--- src/rtl/huffman_stream_decoder_macros.svh ---
// Assertion macros shared by the decoder modules.
// Each macro expects signals named clk and arst_n in the module that uses it.
`ifndef HUFFMAN_STREAM_DECODER_MACROS_SVH
`define HUFFMAN_STREAM_DECODER_MACROS_SVH
`ifndef SYNTH
// Same-cycle implication, checked at every rising edge outside reset.
`define HSD_ASSERT_IMP(label, ante, cons) \
	label: assert property (@(posedge clk) disable iff (!arst_n) (ante) |-> (cons)) \
		else $error("hsd: same-cycle check failed");
// Next-cycle implication, checked at every rising edge outside reset.
`define HSD_ASSERT_NXT(label, ante, cons) \
	label: assert property (@(posedge clk) disable iff (!arst_n) (ante) |=> (cons)) \
		else $error("hsd: next-cycle check failed");
`else
`define HSD_ASSERT_IMP(label, ante, cons)
`define HSD_ASSERT_NXT(label, ante, cons)
`endif
`endif

--- src/rtl/hsd_pkg.sv ---
package hsd_pkg;

	// Default sizes.
	localparam int NODES_DEFAULT = 512;
	localparam int QUEUE_DEPTH   = 4;

	// Byte handling.
	localparam int             BYTE_BITS     = 8;
	localparam logic [7:0]     ESCAPE_OFFSET = 8'd40;

	// Command codes on the input channel.
	localparam logic CMD_LOAD   = 1'b0;
	localparam logic CMD_DECODE = 1'b1;

	// Input transaction.
	typedef struct packed {
		logic       command;
		logic [8:0] node_index;
		logic [8:0] left_child;
		logic [8:0] right_child;
		logic       is_leaf;
		logic [7:0] leaf_symbol;
		logic [7:0] data_byte;
		logic       escaped;
		logic [3:0] valid_bits;
	} in_item_t;

	// Output transaction.
	typedef struct packed {
		logic [7:0] symbol;
		logic       last;
	} result_t;

	// One stored tree node.
	typedef struct packed {
		logic [8:0] left_child;
		logic [8:0] right_child;
		logic       is_leaf;
		logic [7:0] leaf_symbol;
	} node_t;

	localparam int NODE_BITS = $bits(node_t);

	typedef enum logic {
		OP_LOAD   = 1'b0,
		OP_DECODE = 1'b1
	} op_t;

	// Classified work item passed from the front to the back.
	typedef struct packed {
		op_t        op;
		logic [8:0] node_index;
		node_t      node;
		logic [7:0] data_byte;
		logic [3:0] bit_count;
	} q_item_t;

endpackage

--- src/rtl/hsd_queue.sv ---
`include "huffman_stream_decoder_macros.svh"

module hsd_queue #(
	parameter int DEPTH = hsd_pkg::QUEUE_DEPTH
) (
	input  logic             clk,
	input  logic             arst_n,
	input  logic             push,
	input  hsd_pkg::q_item_t push_item,
	output logic             full,
	input  logic             pop,
	output hsd_pkg::q_item_t head,
	output logic             empty
);
	import hsd_pkg::*;

	localparam int PW = $clog2(DEPTH);
	localparam int CW = $clog2(DEPTH + 1);

	q_item_t         mem_q [DEPTH];
	logic [PW-1:0]   wr_q;
	logic [PW-1:0]   rd_q;
	logic [CW-1:0]   cnt_q;

	assign full  = (cnt_q == CW'(DEPTH));
	assign empty = (cnt_q == '0);
	assign head  = mem_q[rd_q];

	// Pointers and fill count.
	always_ff @(posedge clk or negedge arst_n) begin
		if (!arst_n) begin
			wr_q  <= '0;
			rd_q  <= '0;
			cnt_q <= '0;
		end else begin
			if (push) begin
				wr_q <= (wr_q == PW'(DEPTH - 1)) ? '0 : wr_q + 1'b1;
			end
			if (pop) begin
				rd_q <= (rd_q == PW'(DEPTH - 1)) ? '0 : rd_q + 1'b1;
			end
			if (push && !pop) begin
				cnt_q <= cnt_q + 1'b1;
			end else if (pop && !push) begin
				cnt_q <= cnt_q - 1'b1;
			end
		end
	end

	// Entry storage.
	always_ff @(posedge clk) begin
		if (push) begin
			mem_q[wr_q] <= push_item;
		end
	end

	`HSD_ASSERT_IMP(a_no_overflow, push, !full)
	`HSD_ASSERT_IMP(a_no_underflow, pop, !empty)

endmodule

--- config.mk ---
export PLATFORM = sky130hd
export DESIGN_NAME = hsd_queue
export DESIGN_NICKNAME = d
export VERILOG_FILES = /design/src/rtl/hsd_pkg.sv /design/src/rtl/hsd_queue.sv
export VERILOG_INCLUDE_DIRS = /design/src /design/src/rtl
export SDC_FILE = /design/constraint.sdc
export NUM_CORES = 1
export LEC_CHECK = 0
export BUFFER_PORTS_ARGS = -buffer_cell sky130_fd_sc_hd__buf_2
export CAP_MARGIN = 20
export CORE_ASPECT_RATIO = 1.4
export CORE_MARGIN = 2
export CORE_UTILIZATION = 60
export CTS_CLUSTER_SIZE = 8
export DETAILED_ROUTE_END_ITERATION = 7
export GPL_ROUTABILITY_DRIVEN = 0
export MAX_ROUTING_LAYER = met4
export PLACE_DENSITY = 0.89
export SLEW_MARGIN = 15
export SYNTH_ARGS = -nofsm -noshare
export SYNTH_HDL_FRONTEND = slang
export SYNTH_SLANG_ARGS = --single-unit
--- constraint.sdc ---
create_clock -name clk -period 5.3 [get_ports clk]
set_input_delay 1.06 -clock clk [delete_from_list [all_inputs] [get_ports clk]]
set_output_delay 1.06 -clock clk [all_outputs]
set_load 0.005 [all_outputs]
Yosys cells after proc, flatten, opt, wreduce, memory -nomap -nowiden
Memory sizes are Yosys's and may differ from the RTL's. Cells that the tools add are included.

Flip-flop bits (word level): 7. Memory bits (writable): 196. Input bits: 53. Output and inout port bits: 51. Word-level logic and storage cells: 23. Memories: 1.

Add/subtract/negate cells: 4. Eq/ne operators: 3. Mux-type cells: 6. Reductions and logical operators: 6.

Memory list: mem_q (words 4, width 49, read ports 1, clocked after Yosys merged registers in 0, write ports 1, RTL line hsd_queue.sv:20) `q_item_t mem_q [DEPTH];`.

Operator list (number): $mux W3 (2); $add A2 B1 Y2 const B (2); $eq A2 B2 Y1 const B (2); $mux W2 (2); $add A3 B1 Y3 const B (1); $eq A3 B3 Y1 const B (1); $logic_not A3 Y1 (1); $sub A3 B1 Y3 const B (1); $logic_and A1 B1 Y1 (2); $logic_not A1 Y1 (2); $mux W1 (2); $reduce_bool A2 Y1 (1).

Longest topological paths before layout
Depth after elaboration: 4. Depth in mapped cells: 7.

Least setup slack after synthesis
OpenSTA, ideal clock, no wires.

Kind: in2reg. Start point: input push. End point: memory mem_q[0][0] (netlist bit), enable pin. Setup time: 411 ps. Arrival time: 2232 ps. Slack: 2656 ps. Cell stages on the path: 1. Path buffers: 0. Cells stage by stage: and2_1.

Word-level cells in the longest chain between the ends: 2.

Ends and longest elaborated chain: start, declared (RTL line hsd_queue.sv:8) `input logic push,`; $mux W1 (RTL line hsd_queue.sv:52) `if (push) begin`; $mux W1 (implied by the code) (RTL line hsd_queue.sv:53) `mem_q[wr_q] <= push_item;`; end, declared (RTL line hsd_queue.sv:20).

No other way between the ends.

==> results by stage <==
CTS:
- After clock tree synthesis, the clock-pin slew on the worst setup and hold paths is 50 ps.
- TritonCTS built the clock tree.
- In this run, post-CTS repair resized a total of 0 instances.
- In this run the clock root is driven by a sky130_fd_sc_hd__clkbuf_16.
- The count of hold buffers inserted by post-cts repair is 0.
- The clock latency at the later pin of the worst-skew pair is 520 ps.
- The number of levels the H-tree was split into is 1.
- After clock tree synthesis, the setup repair step added 0 buffers.
- Clock tree synthesis found a total of 203 sinks.
- The clock buffer count from CTS is 29.
- The worst-case clock buffer depth is 3.

Pwr:
- Dividing total power by cell area gives a power density of 552 nW/um^2.
- Summed over all cells, the static leakage comes to 0.00315 uW.
- The switching power total is 1270 uW.
- The share of total power dissipated in combinational logic is 0.234.
- The part of the total power dissipated in sequential elements is 0.441.
- The internal power consumption is 3700 uW.
- Of the total power, the share spent switching nets is 0.256.
- The share of total power dissipated in the clock network is 0.325.
- The post-layout total power is 4980 uW.
- The worst-case IR drop observed on VDD is 0.370 mV.

Setup path:
- In this design, the stage delay of the slowest critical-path cell is 750 ps.
- The slowest stage of the critical path belongs to the cell sky130_fd_sc_hd__dfrtp_4.
- STA puts the critical path data required time at 4240 ps.
- The startpoint type of the worst setup path is a flop.
- The critical path goes through buf_12 > mux4_2 > buf_2.
- The largest fanout on the critical path is 27.
- By startpoint and endpoint, the worst setup path is classified as flop to output pin.
- The worst endpoint data arrival time is 2290 ps.
- Measured in cells, the most critical reg-to-reg path has a length of 4.
- The critical path endpoint category is an output pin.

Timing:
- The maximum clock frequency is 299 MHz.
- The setup violation total in the final timing report is 0.
- Setup repair after global routing left no endpoint under its margin.
- The final count of pins violating max slew came to 0.
- The final setup skew is 16.4 ps.
- The worst pin sits at a relative slew slack of 0.466.
- The share of the cycle needed by the critical path after routing is 0.631.
- The transition at the pin with the smallest max-transition slack is 801 ps.
- The count of final hold-check violations is 0.
- The final sum of negative setup slack is 0 ps.
- The minimum clock period is 3350 ps.

Routing:
- For this block, the initial DRC count from the detailed router was 178.
- The first detailed-routing pass ran for 4 iterations.
- In the routed layout, each cell is associated on average with a via count of 5.70.
- In this run the remaining antenna-violating nets after routing total 0.
- For this block, the via count after detailed routing is 3410.
- The total length of routed wires is 12700 um.
- In the routed design, unresolved DRC markers number 0.
- After detailed routing, the average wire length per cell comes to 21.3 um.

Layout:
- Leaving out fill and tap cells, the most frequent cells in the layout are sky130_fd_sc_hd__edfxtp_1 (196), sky130_fd_sc_hd__buf_2 (103), sky130_fd_sc_hd__mux4_2 (48), sky130_fd_sc_hd__clkbuf_16 (29), sky130_fd_sc_hd__clkbuf_1 (23).
- At the end of the flow, the number of nets in the layout was 482.
- Relative to the synthesized area, the layout overhead comes to 19.4%.
- The most common library cell in the layout ignoring fill and taps is sky130_fd_sc_hd__edfxtp_1.
- The fraction of layout cells with a size suffix above 1 is 0.443.

GRT:
- The number of global-route vias before repair was 3774.
- The global routing usage summed across all routing layers is 0.196.
- The pin count of the biggest net entering global routing is 53.
- The first global-routing pass estimated 19400 um of wire.
- The initial antenna violation count is 2.
- The total grt overflow is 0.

Die:
- The starting density of the core is 0.613.
- The core region is 12300 um^2.
- In this run the horizontal extent of the chip is 98.8 um.
- The die covers 13500 um^2.
- The die height is 137 um.
- The number of top-level pins is 104.
- Row generation in the floorplan step produced 48 rows.

Yosys:
- For this run, the number of Yosys warnings is 0.
- The post-synth net total is 354.
- In this run the cell area of the synthesized design comes to 7540 um^2.
- The synthesized design contains 203 register bits.
- The area share of the largest cell type after synthesis is 0.780.
- The sequential element share of the synthesized area is 0.803.
- In the post-synthesis netlist, the biggest area contributors are sky130_fd_sc_hd__edfxtp_1 (78%), sky130_fd_sc_hd__mux4_2 (14%), sky130_fd_sc_hd__dfrtp_1 (2.3%), sky130_fd_sc_hd__buf_12 (1.3%), sky130_fd_sc_hd__ha_1 (1.0%).
- In this run, distinct cell masters in the synthesized netlist total 20.
- Each instance of the synthesized netlist takes up on average 25.7 um^2.
- Counting every instance in the synthesized netlist gives 294.
- The biggest area contributor in the post-synthesis netlist is sky130_fd_sc_hd__edfxtp_1.

Worst hold path:
- The path class of the tightest hold or removal check is input port to async pin.

Job:
- Across the run, the number of max-cap violations was 0.

Run status:
- The run finished with clean final reports.

Placed design:
- The wire-length estimate of the detail-placed layout is 7280 um.
- The count of input and output buffers is 103.
[cell families (layout without fill, tap and decap cells)]
group	count (synthesis)	after routing	share of synthesized area
adders and majority gates	7	7	0.0126
muxes	52	52	0.151
buffers and inverters	16	167	0.0206
AOI/OAI and AO/OA	2	2	0.00133
DFF	203	203	0.803
and+or+nand+nor	11	11	0.00746
xor gates and xnor gates	3	3	0.00348
other	0	3	0
[final timing paths]
path | endpoint | slack (ps) | from
hold / removal | wr_q[1] | 380 | arst_n
hold reg to reg | cnt_q[2] | 520 | cnt_q[2]
min in group clk | cnt_q[2] | 520 | cnt_q[2]
setup / recovery | head[36] | 1950 | rd_q[0]
setup reg to reg | mem_q[2][22] | 3170 | wr_q[0]
max in group asynchronous | rd_q[0] | 4730 | arst_n
[area by class of cell]
| cell class | instances | area (um^2) |
|---|---|---|
| Antenna cell | 3 | 7.51 |
| Clock buffer | 52 | 812 |
| Clock inverter | 2 | 16.3 |
| Fill cell | 693 | 3300 |
| Inverter | 4 | 15.0 |
| Multi-Input combinational cell | 75 | 1330 |
| Sequential cell | 203 | 6070 |
| Tap cell | 150 | 188 |
| Timing Repair Buffer | 109 | 573 |
[power by group through the flow]
stage,Sequential (uW),Combinational [uW],Clock [uW]
floorplan,2150,870,0
global placement,2260,1080,0
detailed placement,2290,1100,0
CTS,2260,1110,1650
global route,2230,1270,1720
finish,2200,1160,1620
[metal layers]
metal | vias up | global-route usage | share of wire
met5 | - | - | 0
met4 | 0 | 0.0761 | 0.017
met3 | 14 | 0.0419 | 0.053
met2 | 107 | 0.322 | 0.54
met1 | 1769 | 0.241 | 0.39
li1 | 1520 | - | -
[critical path, delay by kind of cell (launching register included)]
| kind | cells | cell delay, ps |
|---|---|---|
| muxes | 1 | 550 |
| DFF | 1 | 750 |
| buffers and inverters | 2 | 450 |
[flip-flops by register name (all words and copies together) (netlist names)]
| signal | cells |
|---|---|
| rd_q | 2 |
| mem_q | 196 |
| cnt_q | 3 |
| wr_q | 2 |
[Yosys cell counts]
cell,n
sky130_fd_sc_hd__inv_1,4
sky130_fd_sc_hd__buf_12,5
sky130_fd_sc_hd__xnor2_1,1
sky130_fd_sc_hd__o21ai_0,2
sky130_fd_sc_hd__buf_6,1
sky130_fd_sc_hd__mux2_2,3
sky130_fd_sc_hd__mux4_2,48
sky130_fd_sc_hd__nor3b_1,1
sky130_fd_sc_hd__and2_1,4
sky130_fd_sc_hd__buf_2,5
sky130_fd_sc_hd__fa_1,1
sky130_fd_sc_hd__nor3_1,1
sky130_fd_sc_hd__edfxtp_1,196
sky130_fd_sc_hd__dfrtp_1,7
sky130_fd_sc_hd__nand2_1,2
sky130_fd_sc_hd__nor2_1,3
sky130_fd_sc_hd__ha_1,6
sky130_fd_sc_hd__xor2_1,2
sky130_fd_sc_hd__clkbuf_1,1
sky130_fd_sc_hd__mux4_1,1
[through the flow]
stage / setup slack, ps / utilization / area [um^2] / cells / hold WS (ps)
2_1_floorplan: 2660 / - / 7540 / 294 / 456
3_3_place_gp: 2290 / 0.662 / 8160 / 540 / 470
3_5_place_dp: 2280 / 0.662 / 8160 / 540 / 526
4_1_cts: 1720 / 0.730 / 8980 / 594 / 363
5_1_grt: 1800 / 0.732 / 9010 / 597 / 373
6_report: 1950 / 0.732 / 9010 / 598 / 379
Note: power is estimated with default switching activity, not from simulation.
