[config.mk]
export PLATFORM = sky130hd
export DESIGN_NAME = hsd_front
export DESIGN_NICKNAME = d
export VERILOG_FILES = /design/src/rtl/huffman_stream_decoder_macros.svh /design/src/rtl/hsd_pkg.sv /design/src/rtl/hsd_front.sv
export SDC_FILE = /design/constraint.sdc
export NUM_CORES = 1
export LEC_CHECK = 0
export ABC_CLOCK_PERIOD_IN_PS = 6900
export BUFFER_PORTS_ARGS = -buffer_cell sky130_fd_sc_hd__buf_4
export CAP_MARGIN = 25
export CORE_MARGIN = 2
export CORE_UTILIZATION = 44
export DETAILED_ROUTE_END_ITERATION = 6
export GPL_TIMING_DRIVEN = 1
export PLACE_DENSITY = 0.9
export RECOVER_POWER = 25
export SYNTH_ARGS = -nofsm -noshare
export SYNTH_HDL_FRONTEND = slang
export SYNTH_SLANG_ARGS = --single-unit
export TNS_END_PERCENT = 30
[constraint.sdc]
create_clock -name clk -period 6.9 [get_ports clk]
set_input_delay 0.69 -clock clk [delete_from_list [all_inputs] [get_ports clk]]
set_output_delay 0.69 -clock clk [all_outputs]
set_load 0.01 [all_outputs]
[src/rtl/huffman_stream_decoder_macros.svh]
// Assertion macros shared by the decoder modules.
// Each macro expects signals named clk and arst_n in the module that uses it.
`ifndef HUFFMAN_STREAM_DECODER_MACROS_SVH
`define HUFFMAN_STREAM_DECODER_MACROS_SVH
`ifndef SYNTH
// Same-cycle implication, checked at every rising edge outside reset.
`define HSD_ASSERT_IMP(label, ante, cons) \
	label: assert property (@(posedge clk) disable iff (!arst_n) (ante) |-> (cons)) \
		else $error("hsd: same-cycle check failed");
// Next-cycle implication, checked at every rising edge outside reset.
`define HSD_ASSERT_NXT(label, ante, cons) \
	label: assert property (@(posedge clk) disable iff (!arst_n) (ante) |=> (cons)) \
		else $error("hsd: next-cycle check failed");
`else
`define HSD_ASSERT_IMP(label, ante, cons)
`define HSD_ASSERT_NXT(label, ante, cons)
`endif
`endif

[src/rtl/hsd_pkg.sv]
package hsd_pkg;

	// Default sizes.
	localparam int NODES_DEFAULT = 512;
	localparam int QUEUE_DEPTH   = 4;

	// Byte handling.
	localparam int             BYTE_BITS     = 8;
	localparam logic [7:0]     ESCAPE_OFFSET = 8'd40;

	// Command codes on the input channel.
	localparam logic CMD_LOAD   = 1'b0;
	localparam logic CMD_DECODE = 1'b1;

	// Input transaction.
	typedef struct packed {
		logic       command;
		logic [8:0] node_index;
		logic [8:0] left_child;
		logic [8:0] right_child;
		logic       is_leaf;
		logic [7:0] leaf_symbol;
		logic [7:0] data_byte;
		logic       escaped;
		logic [3:0] valid_bits;
	} in_item_t;

	// Output transaction.
	typedef struct packed {
		logic [7:0] symbol;
		logic       last;
	} result_t;

	// One stored tree node.
	typedef struct packed {
		logic [8:0] left_child;
		logic [8:0] right_child;
		logic       is_leaf;
		logic [7:0] leaf_symbol;
	} node_t;

	localparam int NODE_BITS = $bits(node_t);

	typedef enum logic {
		OP_LOAD   = 1'b0,
		OP_DECODE = 1'b1
	} op_t;

	// Classified work item passed from the front to the back.
	typedef struct packed {
		op_t        op;
		logic [8:0] node_index;
		node_t      node;
		logic [7:0] data_byte;
		logic [3:0] bit_count;
	} q_item_t;

endpackage

[src/rtl/hsd_front.sv]
module hsd_front #(
	parameter int NODES = hsd_pkg::NODES_DEFAULT
) (
	input  logic             clk,
	input  logic             arst_n,
	input  logic             item_valid,
	output logic             item_stall,
	input  hsd_pkg::in_item_t item,
	output logic             push,
	output hsd_pkg::q_item_t push_item,
	input  logic             full
);
	import hsd_pkg::*;

	logic    valid_s1;
	q_item_t item_s1;
	q_item_t cls;
	logic    keep;

	// Classify the incoming transaction: undo the escape, clamp the bit count
	// and drop loads that address a node beyond the tree.
	always_comb begin
		cls.op               = (item.command == CMD_DECODE) ? OP_DECODE : OP_LOAD;
		cls.node_index       = item.node_index;
		cls.node.left_child  = item.left_child;
		cls.node.right_child = item.right_child;
		cls.node.is_leaf     = item.is_leaf;
		cls.node.leaf_symbol = item.leaf_symbol;
		cls.data_byte        = item.escaped ? (item.data_byte - ESCAPE_OFFSET) : item.data_byte;
		cls.bit_count        = (item.valid_bits > 4'(BYTE_BITS)) ? 4'(BYTE_BITS) : item.valid_bits;
		keep                 = !((item.command == CMD_LOAD) && (32'(item.node_index) >= NODES));
	end

	// One register stage in front of the queue.
	assign item_stall = valid_s1 && full;
	assign push       = valid_s1 && !full;
	assign push_item  = item_s1;

	always_ff @(posedge clk or negedge arst_n) begin
		if (!arst_n) begin
			valid_s1 <= 1'b0;
		end else if (!item_stall) begin
			valid_s1 <= item_valid && keep;
		end
	end

	always_ff @(posedge clk) begin
		if (!item_stall && item_valid) begin
			item_s1 <= cls;
		end
	end

endmodule

# [Word-level counts from Yosys, hierarchy flattened]
# Cells that the tools add are included.
[op_classes] n_addsub=1 magnitude_cmp=1 n_mux=2 reduce_logical=5
[ops] cell="8-bit 2-to-1 mux" count=1
[ops] cell="8-bit by 6-bit subtractor with 8-bit output (second input constant)" count=1
[ops] cell="4-bit greater-than comparator (second input constant)" count=1
[ops] cell="1-bit logical AND" count=3
[ops] cell="1-bit zero test" count=2
[ops] cell="1-bit 2-to-1 mux" count=1
[totals] reg_bits=50 input_bits=54 output_inout_bits=51 wordCells=18

# [Logic depth before layout (Yosys ltp)]
# Gate-level depths: netlist (run 1).
[depth] ltp_word=3 mapped_depth=5 ltp_nobuf=5

# [Worst setup path before layout (run 1)]
# No wires, ideal clock.
[synth_timing] path_type="input port to flip-flop" from="input port full" to="register item_s1 (netlist bit push_item[0]), enable pin" setup_time_ps=461 t_arrival_ps=3092 required_ps=6439 setup_slack_ps=3347 cell_stages=2 n_path_buf=0 cell_sequence="and2_1 > nor2b_1"
[synth_between] elab_chain_len=3
[synth_lines] element="from (decl)" line="hsd_front.sv:11" rtl="input logic full"
[synth_lines] element="1-bit logical AND" line="hsd_front.sv:35" rtl="assign item_stall = valid_s1 && full;"
[synth_lines] element="1-bit zero test" line="hsd_front.sv:48" rtl="if (!item_stall && item_valid) begin"
[synth_lines] element="1-bit logical AND" line="hsd_front.sv:48"
[synth_lines] element="to (signal assigned)" line="hsd_front.sv:49" rtl="item_s1 <= cls;"
[synth_lines] element="to (decl)" line="hsd_front.sv:16" rtl="q_item_t item_s1;"
# Every way passes these cells.
# A chain may end at the register's enable or synchronous reset.

# [Worst setup path after layout (run 1)]
[layout_timing] from="input port full" to="output port item_stall"
[layout_between] elab_chain_len=1
[layout_lines] element="1-bit logical AND" line="hsd_front.sv:35"
[layout_lines] element="to (decl)" line="hsd_front.sv:7" rtl="output logic item_stall,"
# Every way passes these cells.

==> impl_metrics.prom, run 1 <==
# TYPE chip_impl_metric gauge
chip_impl_info{name="root_buffer",value="clkbuf_8"} 1
chip_impl_metric{name="synth.ff_latch_count",unit=""} 50
chip_impl_metric{name="wire_per_inst",unit="um"} 15.58
chip_impl_metric{name="wl_met2",unit="mm"} 1.806
chip_impl_metric{name="antenna_cells_inserted",unit=""} 0
chip_impl_metric{name="synth_xor_xnor_area_share",unit="%"} 2.141
chip_impl_metric{name="design.die.area",unit="um^2"} 4223
chip_impl_metric{name="pnr_worst_setup_slack",unit="ns"} 5.046
chip_impl_metric{name="yosys-mux-area-fraction",unit="%"} 0
chip_impl_metric{name="totalNegativeSetupSlack",unit="ns"} 0
chip_impl_metric{name="yosys.area_share.simple",unit="%"} 4.358
chip_impl_metric{name="drt-initial-drc-count",unit=""} 71
chip_impl_metric{name="chipWidth",unit="um"} 64.99
chip_impl_info{name="layout_commonest_cell",value="buf_4"} 1
chip_impl_metric{name="final.setup_skew",unit="ns"} 0.003498
chip_impl_metric{name="gp_congestion",unit=""} 0.6344
chip_impl_metric{name="overflow",unit=""} 0
chip_impl_metric{name="ant_nets",unit=""} 0
chip_impl_metric{name="die_height",unit="um"} 64.99
chip_impl_metric{name="remaining_drc_errors",unit=""} 0
chip_impl_info{name="grt_setup_unrepaired",value="false"} 1
chip_impl_metric{name="max_clock_freq",unit="GHz"} 0.5395
chip_impl_metric{name="grt_pass1_wl",unit="mm"} 5.216
chip_impl_metric{name="nets",unit=""} 238
chip_impl_metric{name="worstPathArrival",unit="ns"} 1.16
chip_impl_metric{name="post-cts-setup-buffer-count",unit=""} 0
chip_impl_metric{name="cts-buffers-inserted",unit=""} 5
chip_impl_metric{name="buffers_from_clock_root_to_sink_at_most",unit=""} 2
chip_impl_metric{name="critical_path.n_buffers_inverters",unit=""} 2
chip_impl_info{name="criticalPathCategory",value="in2out"} 1
chip_impl_metric{name="postCtsHoldBufs",unit=""} 0
chip_impl_metric{name="fin_crit_sh",unit="%"} 26.86
chip_impl_metric{name="area_delta_synth_final",unit="%"} 58.33
chip_impl_info{name="critPathTopFamily",value="buffers and inverters"} 1
chip_impl_info{name="timing.critical_path.slowest_stage_cell",value="and2_1"} 1
chip_impl_metric{name="timing.max_cap.violations",unit=""} 0
chip_impl_info{name="cp_common_cell",value="buf_4"} 1
chip_impl_metric{name="ratio_of_cells_with_drive_above_1_in_the_final_layout",unit="%"} 61.96
chip_impl_metric{name="design.portCount",unit=""} 105
chip_impl_metric{name="synth_top_area_share",unit="%"} 89.91
chip_impl_info{name="post-synth-top-area-cell",value="edfxtp_1"} 1
chip_impl_metric{name="worst-endpoint-required",unit="ns"} 6.21
chip_impl_metric{name="post_synth_num_cell_types",unit=""} 16
chip_impl_metric{name="worst_pin_slew",unit="ns"} 0.4735
chip_impl_info{name="run_status",value="completed"} 1
chip_impl_metric{name="area_of_the_multi_input_gates",unit="um^2"} 136.4
chip_impl_metric{name="synth_compound_gate_area_share",unit="%"} 0.6116
chip_impl_metric{name="synth_fa_ha_area_share",unit="%"} 0.7645
chip_impl_metric{name="dp.final_hpwl",unit="mm"} 2.930
chip_impl_metric{name="clkLatencyLatePin",unit="ns"} 0.29
chip_impl_metric{name="met3_length",unit="um"} 445
chip_impl_info{name="most_frequent_cells_in_the_layout",value="buf_4 (67), edfxtp_1 (49), clkbuf_4 (37)"} 1
chip_impl_metric{name="pin_count_of_the_biggest_net_entering_global_routing",unit=""} 35
chip_impl_metric{name="grt_pass1_vias",unit=""} 998
chip_impl_metric{name="globalRouteTotalUtil",unit="%"} 17.58
chip_impl_metric{name="finalMaxSlewViolations",unit=""} 0
chip_impl_info{name="r2r-start",value="valid_s1"} 1
chip_impl_metric{name="fillerInstances",unit=""} 231
chip_impl_info{name="synth_top_family_by_area",value="simple AND/OR/NAND/NOR gates"} 1
chip_impl_metric{name="synth_nets",unit=""} 127
chip_impl_metric{name="initial_core_util",unit="%"} 45.39
chip_impl_metric{name="detail_route.vias_per_cell",unit=""} 4.599
chip_impl_metric{name="cts.htree.levels",unit=""} 2
chip_impl_metric{name="yosys_warnings",unit=""} 0
chip_impl_info{name="synth.top_cells.by_area",value="edfxtp_1 (90%), nor2b_1 (1.9%), xnor2_1 (1.6%)"} 1
chip_impl_metric{name="syn-mean-instance-area",unit="um^2"} 22.73
chip_impl_info{name="worst_hold_path_type",value="in2async"} 1
chip_impl_metric{name="placeableCoreArea",unit="um^2"} 3606
chip_impl_metric{name="drtPass1Iterations",unit=""} 4
chip_impl_metric{name="hold_violations",unit=""} 0
chip_impl_info{name="series_of_cell_instances_along_the_critical_path",value="buf_4, and2_1, buf_4"} 1
chip_impl_metric{name="sequential_standard_cell_area",unit="um^2"} 1496
chip_impl_info{name="endpoint_kind",value="output pin"} 1
chip_impl_metric{name="rows",unit=""} 22
chip_impl_metric{name="synthesis.area",unit="um^2"} 1637
chip_impl_metric{name="routed-via-count",unit=""} 1067
chip_impl_metric{name="cts_resized",unit=""} 0
chip_impl_metric{name="layout_min_cycle_time",unit="ns"} 1.854
chip_impl_metric{name="cpPeakStageDelay",unit="ns"} 0.20
chip_impl_metric{name="synth_seq_area_share",unit="%"} 91.44
chip_impl_metric{name="port-buffer-count",unit=""} 104
chip_impl_metric{name="timing.reg2reg.worst_path_depth",unit=""} 3
chip_impl_metric{name="setup.reg_to_reg.worst_slack",unit="ns"} 5.34
chip_impl_metric{name="pre_cts_slack",unit="ns"} 4.857
chip_impl_info{name="highest_layer",value="met4"} 1
chip_impl_metric{name="power.density",unit="nW/um^2"} 229.7
chip_impl_metric{name="vdd.ir_drop.worst",unit="mV"} 0.1184
chip_impl_info{name="critical_path.reg2reg.endpoint",value="push_item[27]"} 1
chip_impl_metric{name="setup_viol",unit=""} 0
chip_impl_metric{name="totalWireLength",unit="mm"} 3.614
chip_impl_metric{name="leakagePower",unit="nW"} 1.089
chip_impl_metric{name="cts_sink_cnt",unit=""} 50
chip_impl_metric{name="syn_inst",unit=""} 72
chip_impl_metric{name="antenna_found_initial",unit=""} 0
chip_impl_metric{name="path_max_fanout",unit=""} 3
chip_impl_info{name="worst_setup_path_start_kind",value="input pin"} 1
chip_impl_metric{name="wirelength_met1",unit="mm"} 1.305
chip_impl_metric{name="slew_headroom",unit="%"} 68.37
chip_impl_metric{name="clk_pin_slew_worst_paths",unit="ns"} 0.08
chip_impl_info{name="cts_tree",value="built"} 1
[cell usage after synthesis (all sizes together)]
cell type,count
ha,1
inv,2
dfrtp,1
xor2,1
or2,1
nand3b,1
nor2,1
a21oi,1
clkbuf,1
and2,1
nand2,1
nand2b,2
o21ai,1
xnor2,3
nor2b,5
edfxtp,49
[final cells by class]
type | count | area share [%]
Multi-Input combinational cell | 19 | 5.263
Clock inverter | 3 | 0.8209
Timing Repair Buffer | 105 | 30.90
Clock buffer | 5 | 2.656
Tap cell | 48 | 2.318
Inverter | 2 | 0.2897
Sequential cell | 50 | 57.75
[per-stage QoR]
step | area, um^2 | util (%) | hold slack, ns | instances | power [mW]
after floorplan | 1637 | - | 0.3944 | 72 | 0.3875
after global placement | 2481 | 68.81 | 0.4656 | 223 | 0.4370
after detailed placement | 2501 | 69.36 | 0.4666 | 224 | 0.4423
after CTS | 2591 | 71.86 | 0.1464 | 232 | 0.6027
after global routing | 2591 | 71.86 | 0.1630 | 232 | 0.6191
final | 2591 | 71.86 | 0.1751 | 232 | 0.5953
[state kept, by name (all words and copies together) (netlist names)]
signal	count
valid_s1	1
push_item	49
[metal layers]
metal	global-route usage, %	up-vias
met3	6.944	5
met4	7.181	0
met2	29.90	71
met1	19.66	502
met5	0	-
li1	-	489
[power breakdown]
group	internal, mW	total, mW	leakage, nW	switching (mW)
logic	0.0426	0.0739	0.567	0.0313
clock network	0.0712	0.162	0.0441	0.0911
registers	0.354	0.359	0.478	0.00475
[logic make-up (layout without fill, tap and decap cells)]
family / after synthesis / after routing
flops: 50 / 50
simple gates: 12 / 12
xor+xnor: 4 / 4
buf+inv: 3 / 115
fa+ha+maj: 1 / 1
compound gates: 2 / 2
[worst max-delay path by stage]
stage	end	cells past startpoint	startpoint	slack, ns
floorplan	push_item[0]	2	full	3.35
global placement	push_item[12]	3	full	4.58
detailed placement	push_item[16]	4	full	4.86
CTS	item_stall	3	full	5.04
global route	item_stall	3	full	5.02
finish	item_stall	3	full	5.05
No activity file was read; power rests on OpenSTA's default activity.
==> inputs of run 2 (changes only) <==
--- a/config.mk
+++ b/config.mk
@@ -5,14 +5,15 @@
 export SDC_FILE = /design/constraint.sdc
 export NUM_CORES = 1
 export LEC_CHECK = 0
-export ABC_CLOCK_PERIOD_IN_PS = 6900
+export ABC_AREA = 1
+export ABC_CLOCK_PERIOD_IN_PS = 1600
 export BUFFER_PORTS_ARGS = -buffer_cell sky130_fd_sc_hd__buf_4
 export CAP_MARGIN = 25
 export CORE_MARGIN = 2
-export CORE_UTILIZATION = 44
+export CORE_UTILIZATION = 37
 export DETAILED_ROUTE_END_ITERATION = 6
 export GPL_TIMING_DRIVEN = 1
-export PLACE_DENSITY = 0.9
+export PLACE_DENSITY = 0.81
 export RECOVER_POWER = 25
 export SYNTH_ARGS = -nofsm -noshare
 export SYNTH_HDL_FRONTEND = slang
==> constraint.sdc (replaced) <==
create_clock -name clk -period 1.6 [get_ports clk]
set_input_delay 0.16 -clock clk [delete_from_list [all_inputs] [get_ports clk]]
set_output_delay 0.16 -clock clk [all_outputs]
set_load 0.01 [all_outputs]
==> run 2 against run 1 <==
Effect of this change:
- clock power grew to 4.3 times the previous value
- sequential power grew to 4.3 times the previous value
- design area grew 3.3%
- critical endpoint is now push_item[24]
- wire length grew 0.64%
- synthesized cell count rose by 24%
- via count up 5.8%
- highest routed layer unchanged
- utilization fell by 10 points
- sequential share of layout area fell by 1.8 points
- critical path type is now reg2reg
- flip-flop and latch count did not move
- non-clock buffer count increased by 3
==> impl_metrics.prom, run 2 <==
# TYPE chip_impl_metric gauge
chip_impl_info{name="run_status",value="completed"} 1
chip_impl_info{name="ys.flop_type",value="edfxtp_1"} 1
chip_impl_metric{name="fin_util",unit="%"} 61.47
chip_impl_metric{name="remaining_drc_errors",unit=""} 0
chip_impl_metric{name="detail_route.vias_per_cell",unit=""} 4.410
chip_impl_metric{name="ratio_of_cells_with_drive_above_1_in_the_final_layout",unit="%"} 57.84
chip_impl_metric{name="wire_per_inst",unit="um"} 14.21
chip_impl_info{name="root_buffer",value="clkbuf_8"} 1
chip_impl_metric{name="placeableCoreArea",unit="um^2"} 4354
chip_impl_metric{name="grt_pass1_wl",unit="mm"} 5.416
chip_impl_metric{name="timing.reg2reg.worst_path_depth",unit=""} 4
chip_impl_metric{name="cts-buffers-inserted",unit=""} 5
chip_impl_metric{name="hold-path-cell-count",unit=""} 1
chip_impl_metric{name="p_switching",unit="uW"} 555.0
chip_impl_metric{name="port-buffer-count",unit=""} 104
chip_impl_info{name="critical_path.startpoint",value="valid_s1"} 1
chip_impl_metric{name="synth.ff_latch_count",unit=""} 50
chip_impl_metric{name="dp.final_hpwl",unit="mm"} 2.978
chip_impl_metric{name="layout_min_cycle_time",unit="ns"} 1.297
chip_impl_info{name="worst_setup_path_start_kind",value="flop"} 1
chip_impl_metric{name="leakagePower",unit="nW"} 1.162
chip_impl_metric{name="setup.reg_to_reg.worst_slack",unit="ns"} 0.30
chip_impl_info{name="post-synth-top-area-cell",value="edfxtp_1"} 1
chip_impl_info{name="criticalPathCategory",value="reg2reg"} 1
chip_impl_metric{name="cts.htree.levels",unit=""} 2
chip_impl_metric{name="globalRouteTotalUtil",unit="%"} 14.68
chip_impl_metric{name="finalMaxSlewViolations",unit=""} 0
chip_impl_metric{name="design.portCount",unit=""} 105
chip_impl_info{name="layout_commonest_cell",value="buf_4"} 1
chip_impl_metric{name="grt_pass1_vias",unit=""} 1111
chip_impl_metric{name="largest_reg_flops",unit=""} 49
chip_impl_metric{name="fillerInstances",unit=""} 340
chip_impl_metric{name="setup_viol",unit=""} 0
chip_impl_metric{name="post_synth_num_cell_types",unit=""} 15
chip_impl_metric{name="timing.max_cap.violations",unit=""} 0
chip_impl_metric{name="comb_power_share",unit="%"} 13.0
chip_impl_metric{name="slew_headroom",unit="%"} 80.66
chip_impl_metric{name="syn_inst",unit=""} 89
chip_impl_info{name="series_of_cell_instances_along_the_critical_path",value="nand2_1, inv_2, nor2_4, buf_12"} 1
chip_impl_metric{name="fin_crit_sh",unit="%"} 81.08
chip_impl_metric{name="final.setup_skew",unit="ns"} 0.006676
chip_impl_metric{name="p_int",unit="mW"} 2.024
chip_impl_info{name="r2r-start",value="valid_s1"} 1
chip_impl_metric{name="totalWireLength",unit="mm"} 3.637
chip_impl_info{name="most_frequent_cells_in_the_layout",value="buf_4 (68), edfxtp_1 (49), clkbuf_4 (36)"} 1
chip_impl_metric{name="pin_count_of_the_biggest_net_entering_global_routing",unit=""} 22
chip_impl_metric{name="drtPass1Iterations",unit=""} 4
chip_impl_metric{name="synth_seq_area_share",unit="%"} 88.92
chip_impl_metric{name="number_of_standard_cells_in_the_layout_taps_in_and_fillers_out",unit=""} 256
chip_impl_info{name="critPathTopFamily",value="flip-flops"} 1
chip_impl_info{name="hold_path.startpoint",value="item[34]"} 1
chip_impl_metric{name="cts_resized",unit=""} 0
chip_impl_metric{name="antenna_found_initial",unit=""} 0
chip_impl_metric{name="nets",unit=""} 258
chip_impl_metric{name="ant_nets",unit=""} 0
chip_impl_metric{name="design.die.area",unit="um^2"} 5104
chip_impl_metric{name="syn-mean-instance-area",unit="um^2"} 18.91
chip_impl_metric{name="worst_pin_slew",unit="ns"} 0.2894
chip_impl_metric{name="worstPathArrival",unit="ns"} 1.30
chip_impl_metric{name="clk_pin_slew_worst_paths",unit="ns"} 0.08
chip_impl_metric{name="rows",unit=""} 24
chip_impl_metric{name="clock_power_share",unit="%"} 27.0
chip_impl_metric{name="power.density",unit="nW/um^2"} 963.6
chip_impl_metric{name="sw_frac_of_total",unit="%"} 21.52
chip_impl_metric{name="hold_violations",unit=""} 0
chip_impl_metric{name="synthesis.area",unit="um^2"} 1683
chip_impl_metric{name="pnr_worst_setup_slack",unit="ns"} 0.3028
chip_impl_metric{name="yosys_warnings",unit=""} 0
chip_impl_metric{name="place_inst",unit=""} 247
chip_impl_metric{name="drt-initial-drc-count",unit=""} 77
chip_impl_metric{name="synth_edf_count",unit=""} 49
chip_impl_metric{name="clkLatencyLatePin",unit="ns"} 0.30
chip_impl_metric{name="synth_top_area_share",unit="%"} 87.43
chip_impl_metric{name="p_total",unit="mW"} 2.579
chip_impl_metric{name="synth-async-reset-ratio",unit="%"} 2.000
chip_impl_metric{name="hold-worst-slack",unit="ns"} 0.04705
chip_impl_info{name="endpoint_kind",value="flop"} 1
chip_impl_metric{name="pre_cts_slack",unit="ns"} 0.2988
chip_impl_info{name="synth.top_cells.by_area",value="edfxtp_1 (87%), nand2_1 (2.7%), inv_1 (2.0%)"} 1
chip_impl_metric{name="post-cts-setup-buffer-count",unit=""} 0
chip_impl_metric{name="cpPeakStageDelay",unit="ns"} 0.38
chip_impl_metric{name="max_clock_freq",unit="GHz"} 0.7709
chip_impl_metric{name="critical_path.n_buffers_inverters",unit=""} 2
chip_impl_info{name="cts_tree",value="built"} 1
chip_impl_metric{name="antenna_cells_inserted",unit=""} 0
chip_impl_metric{name="vdd.ir_drop.worst",unit="mV"} 0.3926
chip_impl_info{name="worst_hold_path.endpoint",value="push_item[33]"} 1
chip_impl_metric{name="gp_congestion",unit=""} 0.7711
chip_impl_metric{name="routed-via-count",unit=""} 1129
chip_impl_metric{name="postCtsHoldBufs",unit=""} 1
chip_impl_metric{name="die_height",unit="um"} 71.44
chip_impl_metric{name="synth_nets",unit=""} 144
chip_impl_info{name="post-synth-top-count-cell",value="edfxtp_1"} 1
chip_impl_metric{name="path_max_fanout",unit=""} 21
chip_impl_metric{name="area_delta_synth_final",unit="%"} 59.03
chip_impl_metric{name="buffers_from_clock_root_to_sink_at_most",unit=""} 2
chip_impl_info{name="netlist_top_cells_count",value="edfxtp_1 (49), nand2_1 (12), inv_1 (9)"} 1
chip_impl_metric{name="worst-endpoint-required",unit="ns"} 1.60
chip_impl_metric{name="cts_sink_cnt",unit=""} 50
chip_impl_metric{name="overflow",unit=""} 0
chip_impl_info{name="timing.critical_path.slowest_stage_cell",value="dfrtp_1"} 1
chip_impl_info{name="grt_setup_unrepaired",value="false"} 1
chip_impl_metric{name="initial_core_util",unit="%"} 38.65
chip_impl_info{name="worst_hold_path_type",value="in2reg"} 1
chip_impl_info{name="critical_path.reg2reg.endpoint",value="push_item[24]"} 1
chip_impl_metric{name="seqPwrFrac",unit="%"} 60.0
chip_impl_metric{name="chipWidth",unit="um"} 71.44
run 2: worst max path at each step:
| stage | endpoint | slack, ns | cells past startpoint |
|---|---|---|---|
| final | push_item[24] | 0.30 | 4 |
| after global routing | push_item[14] | 0.25 | 4 |
| after CTS | push_item[14] | 0.29 | 4 |
| after detailed placement | push_item[34] | 0.30 | 4 |
| after global placement | push_item[34] | 0.33 | 4 |
| after floorplan | push_item[0] | -0.06 | 3 |
run 2: logic make-up (layout without fill, tap and decap cells):
group	Yosys count	in the layout	synth area share, %
buffers and inverters	11	126	2.453
AND/OR/NAND/NOR	21	21	5.576
flip-flops	50	50	88.92
adder cells (fa/ha/maj)	1	1	0.7434
XOR/XNOR	1	1	0.5205
AO/OA/AOI/OAI	5	5	1.784
run 2: metal layers:
metal / vias up / track usage (%) / wire (um)
li1: 546 / - / -
met1: 511 / 15.32 / 1330
met2: 67 / 24.79 / 1862
met3: 5 / 7.032 / 381
met4: 0 / 7.128 / 63
met5: - / 0 / 0
run 2: area by class of cell:
cell class	instances	area (um^2)	share of cell area, %
well taps	52	65.06	2.431
flip-flops and latches	50	1496	55.91
clock inverters	3	21.27	0.7948
inverters	10	37.54	1.403
clock buffers	5	68.82	2.571
multi-input cells	28	152.6	5.704
repair buffers	108	834.6	31.18
run 2: per-stage QoR:
| stage | TNS (ns) | area, um^2 |
|---|---|---|
| finish | 0 | 2676 |
| global route | 0 | 2676 |
| floorplan | -2.883 | 1690 |
| global placement | 0 | 2580 |
| detailed placement | 0 | 2580 |
| CTS | 0 | 2680 |
run 2: worst reg2reg max path, stage by stage (launching register included):
cell and delay, ns:
dfrtp_1 0.38, nand2_1 0.09, inv_2 0.06, nor2_4 0.26
buf_12 0.21
run 2: power groups by stage:
stage	registers (mW)	logic, mW	clock network [mW]
after detailed placement	1.58	0.344	0
final	1.55	0.335	0.697
after floorplan	1.62	0.0586	0
after global placement	1.58	0.335	0
after CTS	1.55	0.347	0.723
after global routing	1.55	0.362	0.775
